--- src/hdl/cpr_pkg.sv ---
// ----------------------------------------------------------------------------
// cpr_pkg
// Shared types and constants of the clock page replacer: ring sizes, request
// kinds, sequencer states and the request and result beat layouts.
// ----------------------------------------------------------------------------
package cpr_pkg;

    // ring and frame table sizes
    localparam int SLOT_COUNT  = 64;
    localparam int FRAME_COUNT = 64;

    // field widths fixed by the interface
    localparam int KIND_W      = 2;
    localparam int FRAME_NUM_W = 6;
    localparam int COUNT_W     = 7;

    // index widths
    localparam int SLOT_AW  = $clog2(SLOT_COUNT);
    localparam int FRAME_AW = FRAME_NUM_W;

    // register port
    localparam int APB_ADDR_W = 3;
    localparam int APB_DATA_W = 32;
    localparam logic REG_ACTIVE_SLOTS = 1'b0;

    // request kinds
    localparam logic [KIND_W-1:0] KIND_VICTIM = 2'd0;
    localparam logic [KIND_W-1:0] KIND_PIN    = 2'd1;
    localparam logic [KIND_W-1:0] KIND_UNPIN  = 2'd2;

    // sequencer states
    typedef enum logic [2:0] {
        ST_IDLE,
        ST_VICTIM,
        ST_VICTIM_RD,
        ST_PIN_RD,
        ST_UNPIN,
        ST_FINISH
    } state_t;

    // request beat
    typedef struct packed {
        logic [KIND_W-1:0]      kind;
        logic [FRAME_NUM_W-1:0] frame_num;
    } req_t;

    // result beat
    typedef struct packed {
        logic                   found;
        logic [FRAME_NUM_W-1:0] victim_frame;
        logic [COUNT_W-1:0]     evictable_count;
    } rsp_t;

endpackage

--- src/hdl/cpr_ram.sv ---
// ----------------------------------------------------------------------------
// cpr_ram
// Generic single-write, single-read RAM with a registered read port.
// ----------------------------------------------------------------------------
module cpr_ram #(
    parameter int WIDTH = 8,
    parameter int DEPTH = 64
) (
    input  logic                     aclk,
    input  logic                     wr_en,
    input  logic [$clog2(DEPTH)-1:0] wr_addr,
    input  logic [WIDTH-1:0]         wr_data,
    input  logic [$clog2(DEPTH)-1:0] rd_addr,
    output logic [WIDTH-1:0]         rd_data
);

    logic [WIDTH-1:0] mem_reg [DEPTH];
    logic [WIDTH-1:0] rd_data_reg;

    // write port
    always_ff @(posedge aclk) begin
        if (wr_en) begin
            mem_reg[wr_addr] <= wr_data;
        end
    end

    // registered read port
    always_ff @(posedge aclk) begin
        rd_data_reg <= mem_reg[rd_addr];
    end

    assign rd_data = rd_data_reg;

endmodule

--- src/hdl/clock_page_replacer.sv ---
// ----------------------------------------------------------------------------
// clock_page_replacer
// Clock (second-chance) page replacer over a ring of up to 64 slots.
// ----------------------------------------------------------------------------
// Usage:
//   s_data carries one request beat (kind, frame_num): victim, pin or unpin.
//   m_data returns one result beat per request (found, victim_frame,
//   evictable_count). Both channels use valid/ready.
//   active_slots sits at APB address 0; writing it empties the ring.
//   Write it only while no request is in flight.
// Timing:
//   one request at a time; s_ready is high only while the sequencer idles.
//   after the accept, ignored requests go straight to ST_FINISH; pin first
//   reads the frame's slot in ST_PIN_RD. unpin steps from the hand to the
//   first free slot in ST_UNPIN. victim sweeps the hand in ST_VICTIM to the
//   evicted slot, then reads its frame id in ST_VICTIM_RD. ST_FINISH loads
//   the result beat. The hand advances one slot a cycle through the
//   valid and use bit vectors; frame ids come from a registered RAM read.
// Reset and stall:
//   reset empties the ring, sets the hand to slot 0 and active_slots to 64.
//   the result waits in an output register while m_ready is low; the next
//   request can be accepted meanwhile, but its result waits for that slot.
// ----------------------------------------------------------------------------
module clock_page_replacer (
    input  logic                            aclk,
    input  logic                            aresetn,
    // request channel
    input  logic                            s_valid,
    output logic                            s_ready,
    input  cpr_pkg::req_t                   s_data,
    // result channel
    output logic                            m_valid,
    input  logic                            m_ready,
    output cpr_pkg::rsp_t                   m_data,
    // register port
    input  logic                            psel,
    input  logic                            penable,
    input  logic                            pwrite,
    input  logic [cpr_pkg::APB_ADDR_W-1:0]  paddr,
    input  logic [cpr_pkg::APB_DATA_W-1:0]  pwdata,
    output logic [cpr_pkg::APB_DATA_W-1:0]  prdata,
    output logic                            pready
);

    cpr_pkg::state_t state_reg, state_next;

    logic [cpr_pkg::COUNT_W-1:0]     active_reg, active_next;
    logic [cpr_pkg::SLOT_COUNT-1:0]  valid_reg, valid_next;
    logic [cpr_pkg::SLOT_COUNT-1:0]  use_reg, use_next;
    logic [cpr_pkg::FRAME_COUNT-1:0] present_reg, present_next;
    logic [cpr_pkg::SLOT_AW-1:0]     hand_reg, hand_next;
    logic [cpr_pkg::COUNT_W-1:0]     held_reg, held_next;
    logic [cpr_pkg::SLOT_AW-1:0]     scan_reg, scan_next;
    logic [cpr_pkg::FRAME_NUM_W-1:0] fid_reg, fid_next;
    logic                            found_reg, found_next;
    logic [cpr_pkg::FRAME_NUM_W-1:0] vframe_reg, vframe_next;
    logic                            m_valid_reg, m_valid_next;
    cpr_pkg::rsp_t                   m_data_reg, m_data_next;

    logic                            s_accept;
    logic                            cfg_wr;
    logic                            out_free;
    logic                            fid_ok;
    logic [cpr_pkg::COUNT_W-1:0]     cfg_value;
    logic [cpr_pkg::SLOT_AW-1:0]     hand_step;
    logic [cpr_pkg::SLOT_AW-1:0]     scan_step;
    logic [cpr_pkg::SLOT_AW-1:0]     pin_slot;

    // slot to frame memory
    logic                            sf_wr_en;
    logic [cpr_pkg::FRAME_NUM_W-1:0] sf_rd_data;
    // frame to slot memory
    logic                            fs_wr_en;
    logic [cpr_pkg::FRAME_AW-1:0]    fs_rd_addr;
    logic [cpr_pkg::SLOT_AW-1:0]     fs_rd_data;

    // advance a slot index around the active part of the ring
    function automatic logic [cpr_pkg::SLOT_AW-1:0] ring_next(
        input logic [cpr_pkg::SLOT_AW-1:0] s,
        input logic [cpr_pkg::COUNT_W-1:0] active
    );
        logic [cpr_pkg::COUNT_W-1:0] n;
        n = cpr_pkg::COUNT_W'(s) + cpr_pkg::COUNT_W'(1);
        return (n >= active) ? '0 : n[cpr_pkg::SLOT_AW-1:0];
    endfunction

    // handshakes
    assign s_ready  = (state_reg == cpr_pkg::ST_IDLE);
    assign s_accept = s_valid && s_ready;
    assign out_free = !m_valid_reg || m_ready;
    assign m_valid  = m_valid_reg;
    assign m_data   = m_data_reg;

    // register port
    assign pready = 1'b1;
    assign cfg_wr = psel && penable && pwrite && (paddr[2] == cpr_pkg::REG_ACTIVE_SLOTS);
    assign prdata = (paddr[2] == cpr_pkg::REG_ACTIVE_SLOTS)
                    ? cpr_pkg::APB_DATA_W'(active_reg) : '0;

    // clamp the written slot count into 1..SLOT_COUNT
    always_comb begin
        cfg_value = pwdata[cpr_pkg::COUNT_W-1:0];
        if (cfg_value == '0) begin
            cfg_value = cpr_pkg::COUNT_W'(1);
        end else if (32'(cfg_value) > cpr_pkg::SLOT_COUNT) begin
            cfg_value = cpr_pkg::COUNT_W'(cpr_pkg::SLOT_COUNT);
        end
    end

    assign fid_ok    = (32'(s_data.frame_num) < cpr_pkg::FRAME_COUNT);
    assign hand_step = ring_next(hand_reg, active_reg);
    assign scan_step = ring_next(scan_reg, active_reg);
    assign pin_slot  = fs_rd_data;

    // next state
    always_comb begin
        state_next = state_reg;
        unique case (state_reg)
            cpr_pkg::ST_IDLE: begin
                if (s_accept) begin
                    state_next = cpr_pkg::ST_FINISH;
                    if (s_data.kind == cpr_pkg::KIND_VICTIM && held_reg != '0) begin
                        state_next = cpr_pkg::ST_VICTIM;
                    end else if (s_data.kind == cpr_pkg::KIND_PIN && fid_ok
                                 && present_reg[s_data.frame_num]) begin
                        state_next = cpr_pkg::ST_PIN_RD;
                    end else if (s_data.kind == cpr_pkg::KIND_UNPIN && fid_ok
                                 && !present_reg[s_data.frame_num]
                                 && held_reg < active_reg) begin
                        state_next = cpr_pkg::ST_UNPIN;
                    end
                end
            end
            cpr_pkg::ST_VICTIM: begin
                if (valid_reg[hand_reg] && !use_reg[hand_reg]) begin
                    state_next = cpr_pkg::ST_VICTIM_RD;
                end
            end
            cpr_pkg::ST_VICTIM_RD: state_next = cpr_pkg::ST_FINISH;
            cpr_pkg::ST_PIN_RD:    state_next = cpr_pkg::ST_FINISH;
            cpr_pkg::ST_UNPIN: begin
                if (!valid_reg[scan_reg]) begin
                    state_next = cpr_pkg::ST_FINISH;
                end
            end
            cpr_pkg::ST_FINISH: begin
                if (out_free) begin
                    state_next = cpr_pkg::ST_IDLE;
                end
            end
            default: state_next = cpr_pkg::ST_IDLE;
        endcase
    end

    // datapath and memory control
    always_comb begin
        active_next  = active_reg;
        valid_next   = valid_reg;
        use_next     = use_reg;
        present_next = present_reg;
        hand_next    = hand_reg;
        held_next    = held_reg;
        scan_next    = scan_reg;
        fid_next     = fid_reg;
        found_next   = found_reg;
        vframe_next  = vframe_reg;
        m_data_next  = m_data_reg;
        m_valid_next = m_valid_reg && !m_ready;
        sf_wr_en     = 1'b0;
        fs_wr_en     = 1'b0;
        fs_rd_addr   = s_data.frame_num;

        unique case (state_reg)
            cpr_pkg::ST_IDLE: begin
                // capture the request beat
                if (s_accept) begin
                    fid_next    = s_data.frame_num;
                    found_next  = 1'b0;
                    vframe_next = '0;
                    scan_next   = hand_reg;
                end
            end
            cpr_pkg::ST_VICTIM: begin
                // one slot per cycle: skip an empty slot, clear a use bit or evict
                hand_next = hand_step;
                if (valid_reg[hand_reg]) begin
                    if (use_reg[hand_reg]) begin
                        use_next[hand_reg] = 1'b0;
                    end else begin
                        valid_next[hand_reg] = 1'b0;
                        held_next = held_reg - cpr_pkg::COUNT_W'(1);
                    end
                end
            end
            cpr_pkg::ST_VICTIM_RD: begin
                // evicted frame id arrives from the slot memory
                found_next   = 1'b1;
                vframe_next  = sf_rd_data;
                present_next[sf_rd_data] = 1'b0;
            end
            cpr_pkg::ST_PIN_RD: begin
                // slot of the pinned frame arrives from the frame memory
                present_next[fid_reg] = 1'b0;
                if (valid_reg[pin_slot]) begin
                    valid_next[pin_slot] = 1'b0;
                    use_next[pin_slot]   = 1'b0;
                    if (held_reg != '0) begin
                        held_next = held_reg - cpr_pkg::COUNT_W'(1);
                    end
                end
            end
            cpr_pkg::ST_UNPIN: begin
                // search for the first free slot from the hand
                if (!valid_reg[scan_reg]) begin
                    valid_next[scan_reg] = 1'b1;
                    use_next[scan_reg]   = 1'b1;
                    present_next[fid_reg] = 1'b1;
                    held_next = held_reg + cpr_pkg::COUNT_W'(1);
                    sf_wr_en  = 1'b1;
                    fs_wr_en  = 1'b1;
                end else begin
                    scan_next = scan_step;
                end
            end
            cpr_pkg::ST_FINISH: begin
                // load the result beat once the output register is free
                if (out_free) begin
                    m_valid_next                = 1'b1;
                    m_data_next.found           = found_reg;
                    m_data_next.victim_frame    = vframe_reg;
                    m_data_next.evictable_count = held_reg;
                end
            end
            default: begin
            end
        endcase

        // slot count write empties the ring
        if (cfg_wr) begin
            active_next  = cfg_value;
            valid_next   = '0;
            use_next     = '0;
            present_next = '0;
            hand_next    = '0;
            held_next    = '0;
        end
    end

    // control registers
    always_ff @(posedge aclk) begin
        if (!aresetn) begin
            state_reg   <= cpr_pkg::ST_IDLE;
            active_reg  <= cpr_pkg::COUNT_W'(cpr_pkg::SLOT_COUNT);
            valid_reg   <= '0;
            use_reg     <= '0;
            present_reg <= '0;
            hand_reg    <= '0;
            held_reg    <= '0;
            m_valid_reg <= 1'b0;
        end else begin
            state_reg   <= state_next;
            active_reg  <= active_next;
            valid_reg   <= valid_next;
            use_reg     <= use_next;
            present_reg <= present_next;
            hand_reg    <= hand_next;
            held_reg    <= held_next;
            m_valid_reg <= m_valid_next;
        end
    end

    // payload registers
    always_ff @(posedge aclk) begin
        scan_reg   <= scan_next;
        fid_reg    <= fid_next;
        found_reg  <= found_next;
        vframe_reg <= vframe_next;
        m_data_reg <= m_data_next;
    end

    // frame id held in each slot, read at the hand
    cpr_ram #(
        .WIDTH (cpr_pkg::FRAME_NUM_W),
        .DEPTH (cpr_pkg::SLOT_COUNT)
    ) u_slot_frame_ram (
        .aclk    (aclk),
        .wr_en   (sf_wr_en),
        .wr_addr (scan_reg),
        .wr_data (fid_reg),
        .rd_addr (hand_reg),
        .rd_data (sf_rd_data)
    );

    // slot holding each frame, read at the requested frame
    cpr_ram #(
        .WIDTH (cpr_pkg::SLOT_AW),
        .DEPTH (cpr_pkg::FRAME_COUNT)
    ) u_frame_slot_ram (
        .aclk    (aclk),
        .wr_en   (fs_wr_en),
        .wr_addr (fid_reg),
        .wr_data (scan_reg),
        .rd_addr (fs_rd_addr),
        .rd_data (fs_rd_data)
    );

endmodule
--- config.mk ---
export PLATFORM = sky130hd
export DESIGN_NAME = clock_page_replacer
export DESIGN_NICKNAME = d
export VERILOG_FILES = /design/src/hdl/cpr_pkg.sv /design/src/hdl/cpr_ram.sv /design/src/hdl/clock_page_replacer.sv
export SDC_FILE = /design/constraint.sdc
export NUM_CORES = 1
export LEC_CHECK = 0
export BUFFER_PORTS_ARGS = -buffer_cell sky130_fd_sc_hd__buf_4
export CORE_MARGIN = 3
export CORE_UTILIZATION = 25
export CTS_CLUSTER_SIZE = 12
export DETAILED_ROUTE_END_ITERATION = 10
export GPL_TIMING_DRIVEN = 0
export PLACE_DENSITY_LB_ADDON = 0.3
export REMOVE_ABC_BUFFERS = 1
export SYNTH_ARGS = -nofsm -noshare
export SYNTH_HDL_FRONTEND = slang
export SYNTH_HIERARCHICAL = 1
export SYNTH_SLANG_ARGS = --single-unit
--- constraint.sdc ---
create_clock -name aclk -period 11.1 [get_ports aclk]
set_input_delay 1.11 -clock aclk [delete_from_list [all_inputs] [get_ports aclk]]
set_output_delay 1.11 -clock aclk [all_outputs]
set_load 0.03 [all_outputs]
Yosys cells after proc, flatten, opt, wreduce, memory -nomap -nowiden
Memory sizes are Yosys's and may differ from the RTL's. A register that Yosys moved wholly into a read port is not among the register bits.
Cells that the tools add are included.

storage, ports and cells
  bits in writable memories = 768
  memories kept = 2
  register bits = 249
  logic and storage cells = 171

memory list
  name                      words  width  read ports  clocked after Yosys merged registers in  write ports  line           text
  u_frame_slot_ram.mem_reg  64     6      1           1                                        1            cpr_ram.sv:17  logic [WIDTH-1:0] mem_reg [DEPTH];
  u_slot_frame_ram.mem_reg  64     6      1           1                                        1            cpr_ram.sv:17

cells by class
  mux-type cells = 64
  magnitude comparators = 15
  add/subtract/negate cells = 4
  equal/unequal tests = 17
  reductions and logical operators = 39
  bitwise logic cells = 15

operator list
  operator                                                    count
  two-way mux 64 bit                                          9
  case mux 64 bit (3 select lines)                            3
  AND 64 bit                                                  6
  NOT 64 bit                                                  4
  OR 64 bit                                                   3
  two-way mux 7 bit                                           8
  less-than comparator 6 x 7 -> 1 bit, second input constant  6
  binary-select mux 1 bit (select 6 bit)                      5
  demux 1 bit (select 6 bit)                                  5
  >= comparator 6 x 1 -> 1 bit, second input constant         5
  two-way mux 6 bit                                           5
  case mux 6 bit (2 select lines)                             2
  case mux 7 bit (3 select lines)                             1
  two-way mux 1 bit                                           18
  two-way mux 3 bit                                           6
  inequality test 2 bit, second input constant                9
  logical AND 1 bit                                           15
  case mux 3 bit (5 select lines)                             1
  adder 6 x 1 -> 7 bit, second input constant                 2
  >= comparator 7 bit                                         2
  AND reduction 5 bit                                         2
  AND reduction 2 bit                                         4
  adder 7 x 1 -> 7 bit, second input constant                 1
  greater-than comparator 7 bit, second input constant        1
  22 further kinds                                            31

Depth between registers and ports, before layout
Gate-level depths: netlist of run 1.

  depth after elaboration = 10
  depth in mapped cells = 14
  gate-level depth less buffers = 11

Modules after synthesis
Netlist of run 1, hierarchy kept.

modules (own cells, without submodules)
  module               times used  area an instance (µm²)  cells each  seq. area each (µm²)
  cpr_ram              2           15225.9                 720         11651.2
  clock_page_replacer  1           15265.9                 1696        5315.1

Least setup slack after synthesis of run 1
OpenSTA, ideal clock, no wires.

  path kind = register to register
  start = register scan_reg[0] (netlist bit)
  end = memory u_slot_frame_ram/mem_reg[49][0] (netlist bit) (enable)
  data required time = 10.723 ns
  setup slack = 6.908 ns
  cell stages (with the launch flop) = 12
  arrival time = 3.815 ns
  cell sequence = edfxtp_1 > buf_6 > buf_6 > mux4_2 > mux2i_1 > o22a_1 > o221a_2 > and4_1 > buf_2 > nor2b_1 > nand4_1 > nor3_1

on the way
  longest elaborated chain between the ends = 6

RTL lines
  element                                  line                        text
  start: declaration                       clock_page_replacer.sv:53   logic [cpr_pkg::SLOT_AW-1:0] scan_reg, scan_next;
  start signal: assignment                 clock_page_replacer.sv:274  scan_reg <= scan_next;
  binary-select mux 1 bit (select 6 bit)   clock_page_replacer.sv:214  if (!valid_reg[scan_reg]) begin
  two-way mux 1 bit (not written as such)  clock_page_replacer.sv:214
  two-way mux 1 bit (2 in a row)           n/a
  net fs_wr_en                             clock_page_replacer.sv:73   logic fs_wr_en;
  two-way mux 1 bit                        cpr_ram.sv:22               if (wr_en) begin
  two-way mux 1 bit (not written as such)  cpr_ram.sv:23               mem_reg[wr_addr] <= wr_data;
  end: declaration                         cpr_ram.sv:17

The timed path passes the listed nets, and every way through them passes these cells. The select of a mux whose other input is x is not followed.

Final worst setup path of run 1
  start = register scan_reg[0] (netlist bit)
  end = memory u_slot_frame_ram/mem_reg[46][2] (netlist bit) (enable)

on the way
  longest elaborated chain between the ends = 6

RTL lines
  element                                  line                        text
  binary-select mux 1 bit (select 6 bit)   clock_page_replacer.sv:214
  two-way mux 1 bit (not written as such)  clock_page_replacer.sv:214
  two-way mux 1 bit                        clock_page_replacer.sv:214
  two-way mux 1 bit                        clock_page_replacer.sv:173  unique case (state_reg)
  two-way mux 1 bit                        cpr_ram.sv:22
  two-way mux 1 bit (not written as such)  cpr_ram.sv:23

Several ways; a longest one is shown, not always the timed one. The select of a mux whose other input is x is not followed.

==> results_tabular.tex, run 1 <==
\begin{tabular}{lr}
\hline
Metric & Value \\
\hline
\multicolumn{2}{l}{\textbf{Run status}} \\
\quad Run status & finished with violations \\
\quad Failing checks & capacitance limit \\
\multicolumn{2}{l}{\textbf{Synth}} \\
\quad Portion of the post-synthesis area used by sequential elements & about 63\% \\
\quad Synthesized area divided by synthesized cell count & 14.58 um\^{}2 \\
\quad Post-synthesis instance total & between 3000 and 4000 \\
\quad Summed instance area of the synthesized netlist & about 0.046 mm\^{}2 \\
\quad Post-synthesis sequential element count & $\sim$1000 \\
\quad Cell type with the largest total area after synthesis & sky130\_fd\_sc\_hd\_\_edfxtp\_1 \\
\quad Prevailing post-synth register cell & sky130\_fd\_sc\_hd\_\_edfxtp\_1 \\
\quad Post-synth cell types & 90 \\
\quad Post-synth ARST share & 0\% \\
\quad Yosys warning count & 6 \\
\quad Cell types occupying the most area after synthesis & sky130\_fd\_sc\_hd\_\_edfxtp\_1, sky130\_fd\_sc\_hd\_\_mux4\_2, sky130\_fd\_sc\_hd\_\_dfxtp\_1 \\
\quad Number of enable flip-flop cells after synthesis & 801 \\
\quad Area share of the leading cell type in the synthesized netlist & 52.61\% \\
\multicolumn{2}{l}{\textbf{Setup path}} \\
\quad Longest individual stage delay on the worst path & 1.00 ns \\
\quad Element type at the critical path start & flop \\
\quad Cells along the critical path & buf\_16 > buf\_16 > buf\_16 > mux4\_2 > mux2i\_1 > o22a\_1 > o221a\_2 > and4\_1 > nor2b\_1 > nand3\_1 > nor2\_1 \\
\quad Worst Setup Path Type & flop to flop \\
\quad Critical path data arrival time & a little over 6 ns \\
\quad Slowest cell on crit path & sky130\_fd\_sc\_hd\_\_and4\_1 \\
\quad Largest delay contributor family on the critical path & simple AND/OR/NAND/NOR gates \\
\quad Required @ worst endpoint & about 11 ns \\
\quad Buffering stage count on the worst path with inverters included & 3 \\
\quad Top fanout value on the critical path & 20 \\
\quad Critical Path Most Common Cell & sky130\_fd\_sc\_hd\_\_buf\_16 \\
\quad Crit. End Element & flop \\
\multicolumn{2}{l}{\textbf{Layout}} \\
\quad Most common cell after layout, fill and taps aside & sky130\_fd\_sc\_hd\_\_edfxtp\_1 \\
\quad Net count reported at finish & 3202 \\
\quad Count of placed standard cells in the final layout, fillers left out & $\sim$5600 \\
\quad Fillcell total & between 15000 and 20000 \\
\quad Commonest non-fill, non-tap cells in the layout & sky130\_fd\_sc\_hd\_\_edfxtp\_1, sky130\_fd\_sc\_hd\_\_nor2\_1, sky130\_fd\_sc\_hd\_\_dfxtp\_1 \\
\quad Area occupied by registers & 0.02863 mm\^{}2 \\
\quad Multi-input logic area & around 0.016 mm\^{}2 \\
\quad Area Growth Syn to Fin & 15.50\% \\
\quad Fraction of final layout cells with drive strength greater than 1 & 20.72\% \\
\quad Share of the core filled with cells in the final layout & between 20 and 30\% \\
\multicolumn{2}{l}{\textbf{Routing}} \\
\quad Iter 0 DRT Violations & 3110 \\
\quad Count of nets left with antenna violations after detail routing & 0 \\
\quad DRC viols & 0 \\
\quad Average detailed-routed wire length per instance & approximately 24 um \\
\quad Total vias in the final route & between 20000 and 30000 \\
\quad Detailed-route wire length & 132300 um \\
\quad Vias/cell & $\sim$5.1 \\
\quad Drt first pass iters & 6 \\
\multicolumn{2}{l}{\textbf{Pwr}} \\
\quad Leakage dissipation & roughly 16 nW \\
\quad Reg power frac & 44.2\% \\
\quad Power per cell area & 201.5 mW/mm\^{}2 \\
\quad Internal portion of total power & 7.379 mW \\
\quad Post-route total power & 10.64 mW \\
\quad Clock network fraction of total power & 33.9\% \\
\quad Fraction of power spent switching nets & between 30\% and 40\% \\
\quad Power spent charging and discharging nets & 3.263 mW \\
\quad Fraction of power consumed by combinational cells & 21.9\% \\
\quad Worst-case vdd ir drop & about 0.14 mV \\
\multicolumn{2}{l}{\textbf{Clocking}} \\
\quad Reg clk slew, reported paths & 0.06 ns \\
\quad Number of buffers inserted for hold repair after clock tree synthesis & 0 \\
\quad Clock tree from TritonCTS & done \\
\quad Root cell of the clock tree & sky130\_fd\_sc\_hd\_\_clkbuf\_16 \\
\quad TritonCTS Buffers & around 110 \\
\quad H-Tree Level Count & 3 \\
\quad Maximum root-to-sink buffer count & 3 \\
\quad Post-CTS sizing & 0 \\
\quad Clk Latency, worst-skew pair & 0.74 ns \\
\quad Setup repair bufs after CTS & 0 \\
\quad Clock net sink count & 1029 \\
\multicolumn{2}{l}{\textbf{Global routing}} \\
\quad Overall Global Routing Usage & $\sim$14\% \\
\quad Number of global-route vias before repair & about 29000 \\
\quad Largest net degree at the start of global routing & 77 \\
\quad Antenna violations before repair & 1 \\
\quad GRT Residual Overflow & 0 \\
\quad Wire length of the first global-routing pass & a little under 200000 um \\
\multicolumn{2}{l}{\textbf{Timing}} \\
\quad Actual slew at the worst max-slew pin & about 1.5 ns \\
\quad RSZ-0062 raised after global routing & no \\
\quad Highest attainable clock frequency & 172.6 MHz \\
\quad Setup clock skew after layout & $\sim$0.04 ns \\
\quad Time the worst path needs with I/O delays and setup & about 5.8 ns \\
\quad Max-slew violation count & 0 \\
\quad Total Neg Setup Slack & 0 ns \\
\quad Final Hold Violating Endpoints & 0 \\
\quad Worst slew margin relative to its limit & 0.3864\% \\
\quad Final period util & 52.21\% \\
\quad Endpoints failing setup & 0 \\
\quad Setup ws final & $\sim$5.3 ns \\
\multicolumn{2}{l}{\textbf{Placed design}} \\
\quad Cells after DPL & 5380 \\
\quad Input/output buffers & 45 \\
\quad Placement Setup Slack & 5.416 ns \\
\quad Post-DP HPWL & 84450 um \\
\quad Routability cong. & 0.8775 \\
\multicolumn{2}{l}{\textbf{Floorplanning}} \\
\quad Number of rows created at floorplan & 156 \\
\quad Starting utilization of the core area & between 20\% and 30\% \\
\quad Die H & roughly 430 um \\
\quad Floorplan die area & approximately 0.19 mm\^{}2 \\
\quad Core ar. & between 0.15 and 0.2 mm\^{}2 \\
\quad Die W & 433.6 um \\
\quad Top-level port count & just under 100 \\
\multicolumn{2}{l}{\textbf{Hold path}} \\
\quad Hold crit path type & flop to flop \\
\multicolumn{2}{l}{\textbf{Flow run}} \\
\quad Total of max-cap violations & 2 \\
\hline
\end{tabular}
[final timing paths]
kind	cells past startpoint	slack [ns]	startpoint	to
worst max-delay path	11	5.30	scan_reg[0]$_DFFE_PP_	u_slot_frame_ram/mem_reg[46][2]$_DFFE_PP_
worst min register to register	0	0.42	found_reg$_DFFE_PP_	m_data[13]$_DFFE_PP_
worst min-delay path	0	0.42	found_reg$_DFFE_PP_	m_data[13]$_DFFE_PP_
worst max register to register	11	5.30	scan_reg[0]$_DFFE_PP_	u_slot_frame_ram/mem_reg[46][2]$_DFFE_PP_
[worst register-to-register path, stage by stage, from the launching register on]
cell	delay (ns)
sky130_fd_sc_hd__edfxtp_1	0.85
sky130_fd_sc_hd__buf_16	0.23
sky130_fd_sc_hd__buf_16	0.16
sky130_fd_sc_hd__buf_16	0.17
sky130_fd_sc_hd__mux4_2	0.50
sky130_fd_sc_hd__mux2i_1	0.29
sky130_fd_sc_hd__o22a_1	0.19
sky130_fd_sc_hd__o221a_2	0.28
sky130_fd_sc_hd__and4_1	1.00
sky130_fd_sc_hd__nor2b_1	0.38
sky130_fd_sc_hd__nand3_1	0.60
sky130_fd_sc_hd__nor2_1	0.76
[synth_stat cells (8+ instances only)]
cell type,instances
sky130_fd_sc_hd__a211oi_1,45
sky130_fd_sc_hd__a21o_1,11
sky130_fd_sc_hd__a21oi_1,98
sky130_fd_sc_hd__a221o_1,10
sky130_fd_sc_hd__a221oi_1,16
sky130_fd_sc_hd__a22oi_1,85
sky130_fd_sc_hd__a31oi_1,35
sky130_fd_sc_hd__a32o_1,10
sky130_fd_sc_hd__and2_1,15
sky130_fd_sc_hd__and3_1,20
sky130_fd_sc_hd__and3b_1,16
sky130_fd_sc_hd__buf_1,11
sky130_fd_sc_hd__buf_2,48
sky130_fd_sc_hd__buf_4,41
sky130_fd_sc_hd__buf_6,21
sky130_fd_sc_hd__clkbuf_1,129
sky130_fd_sc_hd__dfxtp_1,228
sky130_fd_sc_hd__edfxtp_1,801
sky130_fd_sc_hd__ha_1,27
sky130_fd_sc_hd__inv_1,25
sky130_fd_sc_hd__mux2_2,27
sky130_fd_sc_hd__mux2i_1,78
sky130_fd_sc_hd__mux4_1,12
sky130_fd_sc_hd__mux4_2,208
sky130_fd_sc_hd__nand2_1,132
sky130_fd_sc_hd__nand2b_1,26
sky130_fd_sc_hd__nand3_1,58
sky130_fd_sc_hd__nand3b_1,23
sky130_fd_sc_hd__nand4_1,8
sky130_fd_sc_hd__nor2_1,312
sky130_fd_sc_hd__nor2b_1,41
sky130_fd_sc_hd__nor3_1,72
sky130_fd_sc_hd__nor3b_1,19
sky130_fd_sc_hd__o21ai_0,35
sky130_fd_sc_hd__o21ai_1,14
sky130_fd_sc_hd__o221a_2,118
sky130_fd_sc_hd__o221ai_1,19
sky130_fd_sc_hd__o22a_1,26
sky130_fd_sc_hd__o22ai_1,79
sky130_fd_sc_hd__or3_1,10
sky130_fd_sc_hd__or3b_2,13
[through the flow]
stage	hold WS (ns)	area (um^2)
after floorplan	0.4003	44390
after global placement	0.4042	47690
after detailed placement	0.4066	49320
after CTS	0.4197	52800
after global routing	0.4249	52810
final	0.4184	52810
[metal layers]
metal | up-vias | GRT usage [%] | share of wire [%]
met2 | 1026 | 22.07 | 47
met3 | 272 | 2.575 | 6.2
met1 | 14900 | 18.77 | 43
li1 | 12530 | - | -
met5 | - | 0 | 0
met4 | 0 | 4.990 | 3.5
[cells by family after synthesis]
logic type	share of synthesized area, %
AO/OA/AOI/OAI	11.03
XOR/XNOR	0.2491
adder cells (fa/ha/maj)	0.7827
buffers and inverters	3.344
flip-flops	62.60
multiplexers	13.34
other	0.01643
AND/OR/NAND/NOR	8.640
[layout make-up]
cell class | instances | area share, %
multi-input combinational | 1846 | 29.74
antenna | 1 | 0.004739
sequential | 1029 | 54.22
clock inverter | 53 | 0.9667
timing repair buffer | 106 | 3.611
inverter | 29 | 0.2085
clock buffer | 146 | 5.625
tap | 2370 | 5.616
[power by group through the flow]
stage          clock network [mW]  registers (mW)  logic, mW
2_1_floorplan                   0            4.92       1.05
3_3_place_gp                    0            5.25       1.64
3_5_place_dp                    0            4.78       2.32
4_1_cts                      3.70            4.70       2.32
5_1_grt                      3.85            4.71       2.48
6_report                     3.61            4.70       2.33
Power figures use the tool's default switching activity.
==> inputs of run 2 (changes only) <==
==> constraint.sdc (replaced) <==
create_clock -name aclk -period 5.1 [get_ports aclk]
set_input_delay 0.51 -clock aclk [delete_from_list [all_inputs] [get_ports aclk]]
set_output_delay 0.51 -clock aclk [all_outputs]
set_load 0.03 [all_outputs]
==> run 2 against run 1 <==
  * The run ends with capacitance limit, slew limit left
  * Combinational power grew 120%
  * Fmax increased by 14%
  * Sequential power rose by 120%
  * Power grew 120%
  * Highest routed layer unchanged
  * Clock-buffer cell count is the same
==> results_tabular.tex, run 2 (same netlist as run 1, synthesis figures left out) <==
\begin{tabular}{lr}
\hline
Metric & Value \\
\hline
\multicolumn{2}{l}{\textbf{Routing}} \\
\quad Vias/cell & 5.155 (+0.11\%) \\
\quad Drt first pass iters & 6 (unchanged) \\
\quad DRC viols & 0 (unchanged) \\
\quad Total vias in the final route & 28840 (+0.38\%) \\
\quad Detailed-route wire length & 133400 um (+0.84\%) \\
\quad Count of nets left with antenna violations after detail routing & 0 (unchanged) \\
\quad Average detailed-routed wire length per instance & 23.85 um (+0.57\%) \\
\quad Iter 0 DRT Violations & 3266 (+5.0\%) \\
\multicolumn{2}{l}{\textbf{Placed design}} \\
\quad Routability cong. & 0.8775 (unchanged) \\
\quad Total cell area at the placement stage & 0.04932 mm\^{}2 (unchanged) \\
\quad Input/output buffers & 45 (unchanged) \\
\quad Placement Setup Slack & -0.5838 ns (-6.000 ns) \\
\quad Cells after DPL & 5380 (unchanged) \\
\quad Post-DP HPWL & 84450 um (unchanged) \\
\multicolumn{2}{l}{\textbf{Clocking}} \\
\quad Reg clk slew, reported paths & 0.06 ns (about the same) \\
\quad Clock tree from TritonCTS & done \\
\quad Clock net sink count & 1029 (unchanged) \\
\quad H-Tree Level Count & 3 (unchanged) \\
\quad Maximum root-to-sink buffer count & 3 (unchanged) \\
\quad TritonCTS Buffers & 112 (unchanged) \\
\quad Clk Latency, worst-skew pair & 0.74 ns (about the same) \\
\quad Root cell of the clock tree & sky130\_fd\_sc\_hd\_\_clkbuf\_16 \\
\multicolumn{2}{l}{\textbf{Setup path}} \\
\quad Top fanout value on the critical path & 48 (+140\%) \\
\quad Element type at the critical path start & flop \\
\quad Reg2reg path depth & 10 (-1) \\
\quad Launch point of the worst reg-to-reg path & hand\_reg[1]\$\_SDFFE\_PP0P\_ \\
\quad Crit. End Element & flop \\
\quad Worst Setup Path Type & flop to flop \\
\quad Required @ worst endpoint & 5.72 ns (-5.72 ns) \\
\quad Critical path launch point & hand\_reg[1]\$\_SDFFE\_PP0P\_ \\
\quad End point of the critical path & valid\_reg[10]\$\_SDFFE\_PP0P\_ \\
\quad Critical path data arrival time & 5.70 ns (-0.44 ns) \\
\quad Capturing point of the worst reg2reg path & valid\_reg[10]\$\_SDFFE\_PP0P\_ \\
\quad R2r setup slk & 0.02 ns (-5.29 ns) \\
\multicolumn{2}{l}{\textbf{Layout}} \\
\quad Non-Filler Cell Area, Final & 0.05308 mm\^{}2 (+0.51\%) \\
\quad Commonest non-fill, non-tap cells in the layout & sky130\_fd\_sc\_hd\_\_edfxtp\_1, sky130\_fd\_sc\_hd\_\_nor2\_1, sky130\_fd\_sc\_hd\_\_dfxtp\_1 \\
\quad Net count reported at finish & 3216 (+0.44\%) \\
\quad Share of the core filled with cells in the final layout & 29.27\% (+0.15 points) \\
\quad Count of placed standard cells in the final layout, fillers left out & 5595 (+0.27\%) \\
\quad Fraction of final layout cells with drive strength greater than 1 & 22.77\% (+2.1 points) \\
\quad Area Growth Syn to Fin & 16.10\% \\
\quad Most common cell after layout, fill and taps aside & sky130\_fd\_sc\_hd\_\_edfxtp\_1 \\
\multicolumn{2}{l}{\textbf{Timing}} \\
\quad Endpoints failing setup & 0 (unchanged) \\
\quad Final Hold Violating Endpoints & 0 (unchanged) \\
\quad Actual slew at the worst max-slew pin & 1.505 ns (+0.02183 ns) \\
\quad Worst slew margin relative to its limit & -1.080\% (-1.5 points) \\
\quad Max-slew violation count & 10 (+10) \\
\quad Final period util & 99.62\% (+47 points) \\
\quad RSZ-0062 raised after global routing & no \\
\quad Setup ws final & 0.01957 ns (-5.285 ns) \\
\quad Setup clock skew after layout & 0.03887 ns (-0.001669 ns) \\
\quad Time the worst path needs with I/O delays and setup & 5.080 ns (-0.7146 ns) \\
\quad Highest attainable clock frequency & 196.8 MHz (+14\%) \\
\multicolumn{2}{l}{\textbf{Pwr}} \\
\quad Post-route total power & 23.30 mW (+120\%) \\
\quad Worst-case vdd ir drop & 0.3024 mV (+120\%) \\
\quad Leakage dissipation & 16.12 nW (+0.33\%) \\
\quad Power per cell area & 439.0 mW/mm\^{}2 (+120\%) \\
\multicolumn{2}{l}{\textbf{Hold path}} \\
\quad Hold crit path type & primary input to flop \\
\multicolumn{2}{l}{\textbf{Global routing}} \\
\quad Overall Global Routing Usage & 13.92\% (+0.077 points) \\
\quad Wire length of the first global-routing pass & 197400 um (+0.53\%) \\
\quad Antenna violations before repair & 1 (unchanged) \\
\quad GRT Residual Overflow & 0 (unchanged) \\
\quad Largest net degree at the start of global routing & 77 (unchanged) \\
\quad Number of global-route vias before repair & 28890 (+0.41\%) \\
\multicolumn{2}{l}{\textbf{Run status}} \\
\quad Run status & finished with violations \\
\quad Failing checks & capacitance limit, slew limit \\
\multicolumn{2}{l}{\textbf{Floorplanning}} \\
\quad Floorplan die area & 0.1880 mm\^{}2 (unchanged) \\
\quad Number of rows created at floorplan & 156 (unchanged) \\
\quad Core ar. & 0.1813 mm\^{}2 (unchanged) \\
\quad Die H & 433.6 um (unchanged) \\
\quad Starting utilization of the core area & 25.21\% (unchanged) \\
\quad Die W & 433.6 um (unchanged) \\
\quad Top-level port count & 99 (unchanged) \\
\multicolumn{2}{l}{\textbf{Flow run}} \\
\quad Total of max-cap violations & 1 (-1) \\
\hline
\end{tabular}
-- run 2: cell type report --
type / count / area [um^2]
sequential: 1029 / 28630
clock inverter: 53 / 510.5
timing repair buffer: 118 / 2007
fill: 18000 / 128300
tap: 2370 / 2965
clock buffer: 146 / 2970
inverter: 29 / 110.1
multi-input combinational: 1848 / 15870
antenna: 2 / 5.005
-- run 2: critical path: stages, from the launching register on --
cell and delay, ns:
sky130_fd_sc_hd__dfxtp_4 0.83, sky130_fd_sc_hd__buf_16 0.34, sky130_fd_sc_hd__and2_0 0.79, sky130_fd_sc_hd__a22oi_1 0.20, sky130_fd_sc_hd__and3_1 0.34, sky130_fd_sc_hd__a211oi_2 0.45, sky130_fd_sc_hd__nand3_1 0.14, sky130_fd_sc_hd__o21ai_1 0.33
sky130_fd_sc_hd__and3_1 0.71, sky130_fd_sc_hd__nand2_1 0.42, sky130_fd_sc_hd__o221a_2 0.34
-- run 2: report_power, final --
group	internal, mW	total (mW)	leakage (nW)	switching (mW)
combinational	1.82	5.23	5.34	3.41
sequential	9.78	10.2	9.08	0.419
clock	4.49	7.87	1.70	3.38
-- run 2: worst min-delay path by stage --
stage                                      from  slack, ns  depth (start not counted)                          to
finish                                  m_ready       0.07                          3          m_valid$_SDFF_PN0_
CTS                                   pwdata[6]       0.02                          3  active_reg[6]$_SDFFE_PN1P_
global route                            m_ready       0.04                          3          m_valid$_SDFF_PN0_
detailed placement          found_reg$_DFFE_PP_       0.41                          0        m_data[13]$_DFFE_PP_
global placement            found_reg$_DFFE_PP_       0.40                          0        m_data[13]$_DFFE_PP_
floorplan           vframe_reg[3]$_SDFFCE_PN0P_       0.40                          0        m_data[10]$_DFFE_PP_
-- run 2: metal layers --
| metal | vias to the layer above | track usage (%) | wire (um) |
|---|---|---|---|
| li1 | 12570 | - | - |
| met1 | 14930 | 18.85 | 58070 |
| met2 | 1065 | 22.20 | 62600 |
| met3 | 278 | 2.616 | 8065 |
| met4 | 0 | 5.029 | 4701 |
| met5 | - | 0 | 0 |
-- run 2: what timing repair did --
action	4_1_cts	5_1_grt
hold buffers	4	0
setup endpoints to repair	716	367
cloned	1	1
endpoints found under the hold margin	4	0
pin swaps	2	2
buffers inserted	5	3
resized for setup	58	2
-- run 2: stage by stage --
| stage | hold slack [ns] | TNS [ns] |
|---|---|---|
| 3_3_place_gp | 0.4042 | -3887.92 |
| 3_5_place_dp | 0.4066 | -253.68 |
| 4_1_cts | 0.01674 | 0 |
| 2_1_floorplan | 0.4003 | -314.63 |
| 5_1_grt | 0.04224 | 0 |
| 6_report | 0.07153 | 0 |
